==> src/frb_ram.sv <==
`timescale 1ns / 1ps

module frb_ram #(
  parameter int WIDTH = 8,
  parameter int DEPTH = 512
) (
  input  logic                     clk,
  input  logic                     we,
  input  logic [$clog2(DEPTH)-1:0] waddr,
  input  logic [WIDTH-1:0]         wdata,
  input  logic                     re,
  input  logic [$clog2(DEPTH)-1:0] raddr,
  output logic [WIDTH-1:0]         rdata
);

  logic [WIDTH-1:0] mem [DEPTH];
  logic [WIDTH-1:0] rdata_r;

  always_ff @(posedge clk) begin
    if (we) begin
      mem[waddr] <= wdata;
    end
  end

  // Read returns the old contents when the same address is written in that cycle.
  always_ff @(posedge clk) begin
    if (re) begin
      rdata_r <= mem[raddr];
    end
  end

  assign rdata = rdata_r;

endmodule

==> config.mk <==
export PLATFORM = sky130hd
export DESIGN_NAME = frb_ram
export DESIGN_NICKNAME = d
export VERILOG_FILES = /design/src/frb_ram.sv
export SDC_FILE = /design/constraint.sdc
export NUM_CORES = 2
export LEC_CHECK = 0
export ABC_AREA = 0
export ABC_CLOCK_PERIOD_IN_PS = 2100
export BUFFER_PORTS_ARGS = -buffer_cell sky130_fd_sc_hd__buf_2
export CAP_MARGIN = 40
export CORE_MARGIN = 10
export CORE_UTILIZATION = 25
export CTS_BUF_LIST = sky130_fd_sc_hd__clkbuf_16
export DETAILED_ROUTE_END_ITERATION = 10
export PLACE_DENSITY_LB_ADDON = 0.2
export RECOVER_POWER = 25
export REMOVE_ABC_BUFFERS = 1
export SLEW_MARGIN = 20
export SYNTH_ARGS = -nofsm -noshare
export SYNTH_HDL_FRONTEND = slang
export SYNTH_SLANG_ARGS = --single-unit
==> constraint.sdc <==
create_clock -name clk -period 2.1 [get_ports clk]
set_input_delay 0.105 -clock clk [delete_from_list [all_inputs] [get_ports clk]]
set_output_delay 0.105 -clock clk [all_outputs]
set_load 0.05 [all_outputs]
==> flow_summary.ini <==
[placed_design]
gp_congestion = 0.822
dp_hpwl_mm = 339
numPortBuffers = 36
placedCellCount = 17700

[synth]
synth_flop_cell = edfxtp_1
synth_area_mm2 = 0.160
syn_inst = 8030
ys_seq_area_frac = 0.770
synthArstFlopShare = 0
synth_area_per_cell_um2 = 19.9
ys_types = 50
synth-edff-count = 4104
ys_ff_latch = 4104
yosys_warnings = 0

[layout]
multi_input_area_mm2 = 0.0350
nFillCells = 61500
fin_cells = 18500
final_common_cell = edfxtp_1
final_util = 0.312
mostFrequentLayoutCells = 4104 x edfxtp_1, 1467 x buf_4, 792 x mux2i_1
fin_nets = 9784
areaGrowthSynthToFinish_pct = 24.4
seq_area_mm2 = 0.123
layout-drive-gt1-share = 0.320

[cts]
cts.sinks = 4104
cts_buffers = 431
htree_levels = 5
clk_pin_slew_ns = 0.06
cts_tree = done
root_buffer = clkbuf_16
clockBufferDepth = 4
insertion_delay_ns = 1.04

[detailed_routing]
wl_met2_mm = 248
top_layer = met5
drt.antenna.violating_nets = 0
wl_per_cell_um = 27.2
wirelength_mm = 503
drc = 0
drt-initial-drc-count = 7513
wirelength_met1_mm = 217
wl_met3_mm = 26.3
dr.pass1.iters = 5
vias = 85700
routed_via_density = 4.63

[hold_path]
hp-class = input port to flip-flop

[global_routing]
antenna_found_initial = 46
grt_overflow = 0
grt_pass1_vias = 89400
grt_max_degree = 109
grt_pass1_wl_mm = 703
grt_usage = 0.145

[critical_path]
endpoint = rdata[0]
path_class = flip-flop to flip-flop
cp-end-kind = flip-flop
cp-start-kind = flip-flop
crit_path_start = mem[65][0]
cp.required_ns = 2.98
regToRegSetupSlack_ns = -0.59
worstPathMaxFanout = 2
cp.arrival_ns = 3.57
r2r-end = rdata[0]
rr_startpoint = mem[65][0]
ff2ff_path_depth = 9

[run]
cap_viol_max_count = 4

[timing]
fin_hold_ws_ns = 0.0470
hold_violations = 0
layout_min_cycle_time_ns = 2.69
maxSlewHeadroom = -0.214
finalCritPeriodShare = 1.28
setup_slack_ns = -0.590
finalMaxSlewViolations = 110
fin_skew_ns = 0.0652
rsz0062_at_grt = yes
worst_slew_pin_slew_ns = 1.82
clock.fmax_mhz = 372
setup_violations = 362
fin_setup_tns_ns = -17.92

[floorplanning]
die_x_um = 820
rows = 293
io-pin-count = 37
initial_core_util = 0.251
dieArea_mm2 = 0.672
dieHeight_um = 820
core_mm2 = 0.637

[run_status]
status = complete, but fails checks
failed_checks = max-capacitance violations, max-slew violations, negative setup slack

[power_and_ir_drop]
p_total_uw = 177000
power_leakage_uw = 0.0655
p_per_area_mw_per_mm2 = 891
ir_drop_v = 0.000721
[area by class of cell]
type                            count  share of cell area
Sequential cell                  4104               0.619
Multi-Input combinational cell   3410               0.176
Timing Repair Buffer             1805              0.0812
Clock buffer                      434              0.0545
Tap cell                         8407              0.0528
Clock inverter                    353              0.0163
Antenna cell                        8            0.000101
Inverter                            3           0.0000943
[power by group]
| group | switching (µW) | internal (µW) | leakage (µW) |
|---|---|---|---|
| Sequential | 115 | 90200 | 0.0369 |
| Combinational | 6600 | 3890 | 0.0215 |
| Clock | 32800 | 43700 | 0.00710 |
| Total | 39500 | 138000 | 0.0655 |
[registers in the layout, summed over array words and instances, names as in the netlist]
name	flops
mem	4096
rdata	8
[stage by stage]
stage          instance area [µm²]  worst slack (ns)
3_3_place_gp                184000             -2.36
4_1_cts                     199000            -0.647
5_1_grt                     199000            -0.713
6_report                    199000            -0.590
2_1_floorplan               157000             -6.78
3_5_place_dp                184000             -1.86
[worst max-delay path, stage by stage, from the launching register on]
cell      delay (ns)
edfxtp_1        0.33
mux2i_1         0.07
o221ai_1        0.41
a21oi_1         0.19
buf_4           0.19
nor4_1          0.42
nand4_1         0.37
o21ai_2         0.24
buf_4           0.18
o2111a_1        0.17
[routing by layer]
| metal | GRT usage | vias up |
|---|---|---|
| met4 | 0.0323 | 4 |
| met1 | 0.194 | 45800 |
| met2 | 0.248 | 2288 |
| li1 | - | 37000 |
| met5 | 0 | - |
| met3 | 0.0216 | 588 |
[worst min-delay path by stage]
| stage | slack [ns] | cells after the start | to | start |
|---|---|---|---|---|
| floorplan | 0.20 | 0 | mem[0][0] | wdata[0] |
| global placement | 0.49 | 1 | mem[18][0] | wdata[0] |
| detailed placement | 0.50 | 1 | mem[405][3] | wdata[3] |
| CTS | 0.007 | 2 | mem[407][3] | wdata[3] |
| global route | 0.008 | 6 | mem[442][7] | we |
| finish | 0.05 | 6 | mem[442][7] | we |
[what timing repair did]
action,in CTS,in global routing
resized for setup,157,69
hold endpoints to repair,4098,1
hold buffers,22,1
endpoints found under the setup margin,14,15
setup buffers,3,1
pin swaps,36,30
[Yosys cell counts (5+ instances only)]
cell      instances  share of area
a21oi_1         194         0.0061
buf_4            70         0.0033
o31ai_1          13        0.00061
nor2_1          597          0.014
nand4_1          32         0.0013
buf_2            57         0.0018
nor3_1          109         0.0034
a211oi_1         17        0.00080
a22oi_1          61         0.0029
mux2i_1         797          0.050
nor4_1           36         0.0014
nor2b_1           6        0.00023
clkbuf_1        265         0.0062
buf_8            11         0.0010
buf_6            64         0.0045
a22o_1            5        0.00027
o41ai_1           7        0.00038
and2_1           20        0.00078
o221ai_1        371          0.020
o21ai_0         118         0.0037
buf_12            5        0.00063
nor3b_1           8        0.00038
buf_1            41        0.00096
edfxtp_1       4104           0.77
nand2_1         111         0.0026
o22ai_1         163         0.0064
nand3_1          36         0.0011
mux4_2          654          0.092
o311ai_0          5        0.00027
o2111a_1          8        0.00056
or3_1             6        0.00023
[cells by family (layout without fill, tap and decap cells)]
group / after synthesis / after routing / share of synthesized area
flip-flops: 4104 / 4104 / 0.770
AO/OA/AOI/OAI: 979 / 979 / 0.0431
AND/OR/NAND/NOR: 980 / 980 / 0.0263
multiplexers: 1451 / 1451 / 0.142
other: 0 / 8 / 0
buffers and inverters: 516 / 2595 / 0.0185
Power figures use the tool's default switching activity.
