File: src/frb_pkg.sv
`timescale 1ns / 1ps

package frb_pkg;

  // Message buffer size in bytes.
  localparam int CAPACITY = 512;
  localparam int ADDR_W   = $clog2(CAPACITY);

  // Field widths of the item formats.
  localparam int KIND_W = 2;
  localparam int POS_W  = 10;
  localparam int DATA_W = 8;
  localparam int CNT_W  = 10;

  // Width of the generation tag held per byte in the coverage memory.
  localparam int EPOCH_W = 8;

  localparam logic [KIND_W-1:0] KIND_WRITE = 2'd0;
  localparam logic [KIND_W-1:0] KIND_READ  = 2'd1;
  localparam logic [KIND_W-1:0] KIND_CLEAR = 2'd2;

  typedef struct packed {
    logic [KIND_W-1:0] kind;
    logic [POS_W-1:0]  position;
    logic [DATA_W-1:0] data;
    logic              has_data;
    logic              more;
  } in_item_t;

  typedef struct packed {
    logic [DATA_W-1:0] read_data;
    logic              complete;
    logic [POS_W-1:0]  message_length;
    logic              overflow;
  } out_item_t;

  // Requests from the item pipeline to the coverage tracker.
  typedef struct packed {
    logic              rd_en;
    logic [ADDR_W-1:0] rd_addr;
    logic              set_en;
    logic [ADDR_W-1:0] set_addr;
    logic              clear;
  } cov_req_t;

  // Status returned by the coverage tracker.
  typedef struct packed {
    logic covered;
    logic busy;
    logic wrap;
  } cov_sts_t;

endpackage

File: src/frb_ram.sv
`timescale 1ns / 1ps

module frb_ram #(
  parameter int WIDTH = 8,
  parameter int DEPTH = 512
) (
  input  logic                     clk,
  input  logic                     we,
  input  logic [$clog2(DEPTH)-1:0] waddr,
  input  logic [WIDTH-1:0]         wdata,
  input  logic                     re,
  input  logic [$clog2(DEPTH)-1:0] raddr,
  output logic [WIDTH-1:0]         rdata
);

  logic [WIDTH-1:0] mem [DEPTH];
  logic [WIDTH-1:0] rdata_r;

  always_ff @(posedge clk) begin
    if (we) begin
      mem[waddr] <= wdata;
    end
  end

  // Read returns the old contents when the same address is written in that cycle.
  always_ff @(posedge clk) begin
    if (re) begin
      rdata_r <= mem[raddr];
    end
  end

  assign rdata = rdata_r;

endmodule

File: src/frb_cover.sv
`timescale 1ns / 1ps

module frb_cover import frb_pkg::*; (
  input  logic     clk,
  input  logic     rst_n,
  input  cov_req_t req,
  output cov_sts_t sts
);

  // A byte counts as covered when its stored tag equals the current generation.
  // Clearing the message only advances the generation; when the tag space runs
  // out, every tag is swept back to zero and the generation restarts at one.

  logic [EPOCH_W-1:0] epoch_r;
  logic               busy_r;
  logic [ADDR_W-1:0]  sweep_addr_r;
  logic               fwd_v_r;
  logic [ADDR_W-1:0]  fwd_addr_r;
  logic [ADDR_W-1:0]  rd_addr_r;

  logic               ram_we;
  logic [ADDR_W-1:0]  ram_waddr;
  logic [EPOCH_W-1:0] ram_wdata;
  logic [EPOCH_W-1:0] ram_rdata;

  assign ram_we    = busy_r | req.set_en;
  assign ram_waddr = busy_r ? sweep_addr_r : req.set_addr;
  assign ram_wdata = busy_r ? '0 : epoch_r;

  frb_ram #(
    .WIDTH(EPOCH_W),
    .DEPTH(CAPACITY)
  ) u_tag_ram (
    .clk  (clk),
    .we   (ram_we),
    .waddr(ram_waddr),
    .wdata(ram_wdata),
    .re   (req.rd_en),
    .raddr(req.rd_addr),
    .rdata(ram_rdata)
  );

  always_ff @(posedge clk) begin
    if (req.rd_en) begin
      rd_addr_r <= req.rd_addr;
    end
    if (req.set_en) begin
      fwd_addr_r <= req.set_addr;
    end
  end

  always_ff @(posedge clk) begin
    if (!rst_n) begin
      epoch_r      <= EPOCH_W'(1);
      busy_r       <= 1'b1;
      sweep_addr_r <= '0;
      fwd_v_r      <= 1'b0;
    end else begin
      if (busy_r) begin
        if (sweep_addr_r == ADDR_W'(CAPACITY - 1)) begin
          busy_r <= 1'b0;
        end
        sweep_addr_r <= sweep_addr_r + ADDR_W'(1);
      end
      if (req.clear) begin
        fwd_v_r <= 1'b0;
        if (epoch_r == '1) begin
          epoch_r      <= EPOCH_W'(1);
          busy_r       <= 1'b1;
          sweep_addr_r <= '0;
        end else begin
          epoch_r <= epoch_r + EPOCH_W'(1);
        end
      end else if (req.set_en) begin
        fwd_v_r <= 1'b1;
      end
    end
  end

  // The last tag write may have landed on the same edge as this read.
  assign sts.covered = (ram_rdata == epoch_r) || (fwd_v_r && (fwd_addr_r == rd_addr_r));
  assign sts.busy    = busy_r;
  assign sts.wrap    = (epoch_r == '1);

endmodule

File: config.mk
export PLATFORM = sky130hd
export DESIGN_NAME = frb_cover
export DESIGN_NICKNAME = d
export VERILOG_FILES = /design/src/frb_pkg.sv /design/src/frb_ram.sv /design/src/frb_cover.sv
export SDC_FILE = /design/constraint.sdc
export NUM_CORES = 2
export LEC_CHECK = 0
export BUFFER_PORTS_ARGS = -buffer_cell sky130_fd_sc_hd__buf_2
export CAP_MARGIN = 20
export CORE_MARGIN = 4
export CORE_UTILIZATION = 25
export CTS_CLUSTER_SIZE = 25
export DETAILED_ROUTE_END_ITERATION = 8
export PLACE_DENSITY = 0.44
export SETUP_SLACK_MARGIN = 0.1
export SKIP_LAST_GASP = 1
export SYNTH_ARGS = -nofsm -noshare
export SYNTH_HDL_FRONTEND = slang
export SYNTH_SLANG_ARGS = --single-unit
File: constraint.sdc
create_clock -name clk -period 18.8 [get_ports clk]
set_input_delay 2.82 -clock clk [delete_from_list [all_inputs] [get_ports clk]]
set_output_delay 2.82 -clock clk [all_outputs]
set_load 0.05 [all_outputs]
==> out/metrics.csv <==
metric,value,unit
Boundary Pins,26,
Max-Cap Viols,0,
routed len/inst,28.0,µm
H-tree depth,5,
FF-to-FF End,u_tag_ram.mem[489][0]$_DFFE_PP_,
r2r setup slk,14.22,ns
RSZ-0062 raised after global routing,false,
endpoints failing setup,0,
CTS Buffer Depth,4,
Total GRT Usage,14.1,%
CP max FO,101,
Post-synth EDFFs,4122,
#FFs+latches synth,4141,
Mapped Cells,8244,
top cells by instance count after synthesis,"4,122 x edfxtp_1, 674 x mux4_2, 670 x mux2i_1",
gr busiest metal,met2,
Die X-Extent,816,µm
status,completed,
Yosys cell types,78,
Switching Share,21.4,%
core box area,0.650,mm²
post_cts resized,0,
Max-slew headroom,11.1,%
CTS tree,done,
setup TNS,0,ns
cell breakdown of the critical path,"buf_12, buf_4, buf_4, buf_12, mux2i_1, o221ai_1, o22ai_1, o21ai_0, nand4_1, nand4_1, nor4b_2",
sequential cell area fraction in the yosys report,76.2,%
CP Class,primary input to flip-flop,
Gate power share,3.5,%
clk slew on worst S/H paths,0.06,ns
CP peak stage delay,0.73,ns
Starting Density,25.1,%
max-slew violations,0,
Worst-Skew Late Latency,1.01,ns
worst hold start,fwd_v_r$_SDFFE_PP0P_,
Synth area leader,edfxtp_1,
remaining antenna violation count after routing,0,
layout net count,8402,
RD Place Congestion,0.791,
DRC viols,0,
"Non-Filler Cell Area, Final",0.186,mm²
Worst EP required,19.62,ns
Avg Inst Size Synth,19.8,µm²
"slowest stage cell, crit path",buf_4,
top-count cell post-synth,edfxtp_1,
share of cells above drive strength 1,18.0,%
arrival time at the worst endpoint,8.62,ns
grt met1 use,19.5,%
Synth Cell Area,0.163,mm²
reg2reg start,epoch_r[0]$_SDFFE_PN1P_,
grt ovf,0,
cell depth of the worst hold path,2,
Hold Buf Count CTS,0,
Clock Power Share,43.8,%
root buf cell,clkbuf_16,
"Primary FF master, synth",edfxtp_1,
Core Rows,296,
P_sw,4.07,mW
share of flip-flops with an asynchronous set or reset,0,%
crit path time final,7.80,ns
Slew @ Worst Pin,1.33,ns
port bufs,25,
GRT met2 Usage,23.2,%
Cells after DPL,16600,
Min-Delay Path Class,flip-flop to flip-flop,
Final HPWL DP,299,mm
max frequency,128,MHz
first-pass GRT wire length,679,mm
internal power,15.0,mW
clock sink count,4141,
Hold EP,fwd_v_r$_SDFFE_PP0P_,
post-CTS setup buffers,0,
R2R depth,5,
share of total power in sequential cells,52.6,%
vias per inst,4.76,
initial antenna violation count,33,
synthesis-to-finish area growth,14.2,%
pin count of the biggest net entering global routing,197,
"top cells by area, synth","edfxtp_1 76%, mux4_2 9.3%, mux2i_1 4.1%",
final hold violation count,0,
warnings from Yosys,0,
First-pass DRT Iterations,5,
drt initial violations,8173,
period utilisation layout,41.5,%
Via Count,82700,
Die Height,816,µm
Crit. End Element,flip-flop,
syn nets,8270,
pwr dens,102,mW/mm²
Setup Skew,0.0570,ns
Layout Cells excl Fill,17400,
die area,0.665,mm²
vias in the first global route,84600,
top-area cell type share of the netlist area,75.9,%
crit start category,primary input,
total wire length,486,mm
Final Util,28.6,%
VDD IR max,0.0819,mV
CTS buffer count,433,
leakage power,59.9,nW
instance area after placement,0.172,mm²
WHS,0.504,ns
met3 usage,2.00,%
## critical path: cells and delay by family
kind | cells | cell delay, ns
simple gates | 3 | 1.44
buf+inv | 4 | 2.66
compound gates | 3 | 1.24
mux | 1 | 0.16
## flip-flops by register name (all words and copies together), names as in the netlist
register	cells
u_tag_ram.mem	4096
epoch_r	8
busy_r	1
fwd_addr_r	9
sweep_addr_r	9
fwd_v_r	1
u_tag_ram.rdata	8
rd_addr_r	9
## layout by cell type, fill, tap and decap left out, types with 19 or more instances in the layout
cell	count
a211oi_1	67
a21oi_1	123
a221oi_1	20
a22oi_1	23
and2_1	28
buf_2	23
buf_4	173
bufinv_16	35
clkbuf_1	94
clkbuf_16	439
clkinv_1	120
clkinv_2	63
edfxtp_1	4122
mux2_2	25
mux2i_1	670
mux4_1	31
mux4_2	674
nand2_1	177
nand2b_1	23
nand3_1	46
nand4_1	64
nor2_1	606
nor3_1	124
nor4_1	40
o21ai_0	100
o221ai_1	242
o22a_1	22
o22ai_1	193
xnor2_1	19
## per-layer routing
| layer | vias up | share of wire, % |
|---|---|---|
| met2 | 2636 | 48 |
| met1 | 45000 | 44 |
| met4 | 4 | 2.6 |
| met5 | - | 0.0056 |
| met3 | 575 | 5.4 |
| li1 | 34500 | - |
## how the worst max path moves through the flow
stage / from / to / slack, ns
2_1_floorplan: busy_r$_SDFF_PN1_ / u_tag_ram.mem[0][5]$_DFFE_PP_ / 2.82
3_3_place_gp: req[11] / u_tag_ram.rdata[7]$_DFFE_PP_ / 9.74
3_5_place_dp: req[11] / u_tag_ram.rdata[7]$_DFFE_PP_ / 9.74
4_1_cts: req[11] / u_tag_ram.rdata[7]$_DFFE_PP_ / 10.85
5_1_grt: req[11] / u_tag_ram.rdata[0]$_DFFE_PP_ / 10.58
6_report: req[11] / u_tag_ram.rdata[0]$_DFFE_PP_ / 11.00
## stage by stage
step	power, mW	setup slack [ns]
final	19.0	11.00
after floorplan	10.6	2.82
after CTS	19.2	10.85
after global placement	10.9	9.74
after global routing	19.7	10.58
after detailed placement	10.9	9.74
## cells by family (layout without fill, tap and decap cells)
| group | count (synthesis) | after routing | synth area share [%] |
|---|---|---|---|
| XOR/XNOR | 30 | 30 | 0.161 |
| AO/OA/AOI/OAI | 899 | 899 | 3.93 |
| buffers and inverters | 532 | 1020 | 2.12 |
| multiplexers | 1400 | 1400 | 14.1 |
| AND/OR/NAND/NOR | 1239 | 1239 | 3.52 |
| adder cells (fa/ha/maj) | 3 | 3 | 0.0230 |
| other | 0 | 13 | 0 |
| flip-flops | 4141 | 4141 | 76.2 |
## final cells by class
| type | count | area, µm² |
|---|---|---|
| Antenna cell | 13 | 32.5 |
| Clock buffer | 533 | 11300 |
| Clock inverter | 258 | 2250 |
| Fill cell | 63700 | 464000 |
| Inverter | 10 | 50.0 |
| Multi-Input combinational cell | 3571 | 35700 |
| Sequential cell | 4141 | 124000 |
| Tap cell | 8642 | 10800 |
| Timing Repair Buffer | 219 | 1820 |
## power by group through the flow
stage | sequential (mW) | clock, mW | combinational, mW
after floorplan | 10.2 | 0 | 0.423
after global placement | 10.2 | 0 | 0.683
after detailed placement | 10.2 | 0 | 0.683
after CTS | 10.0 | 8.54 | 0.684
after global routing | 10.0 | 8.93 | 0.703
final | 10.0 | 8.35 | 0.673
No activity file was read; power rests on OpenSTA's default activity.
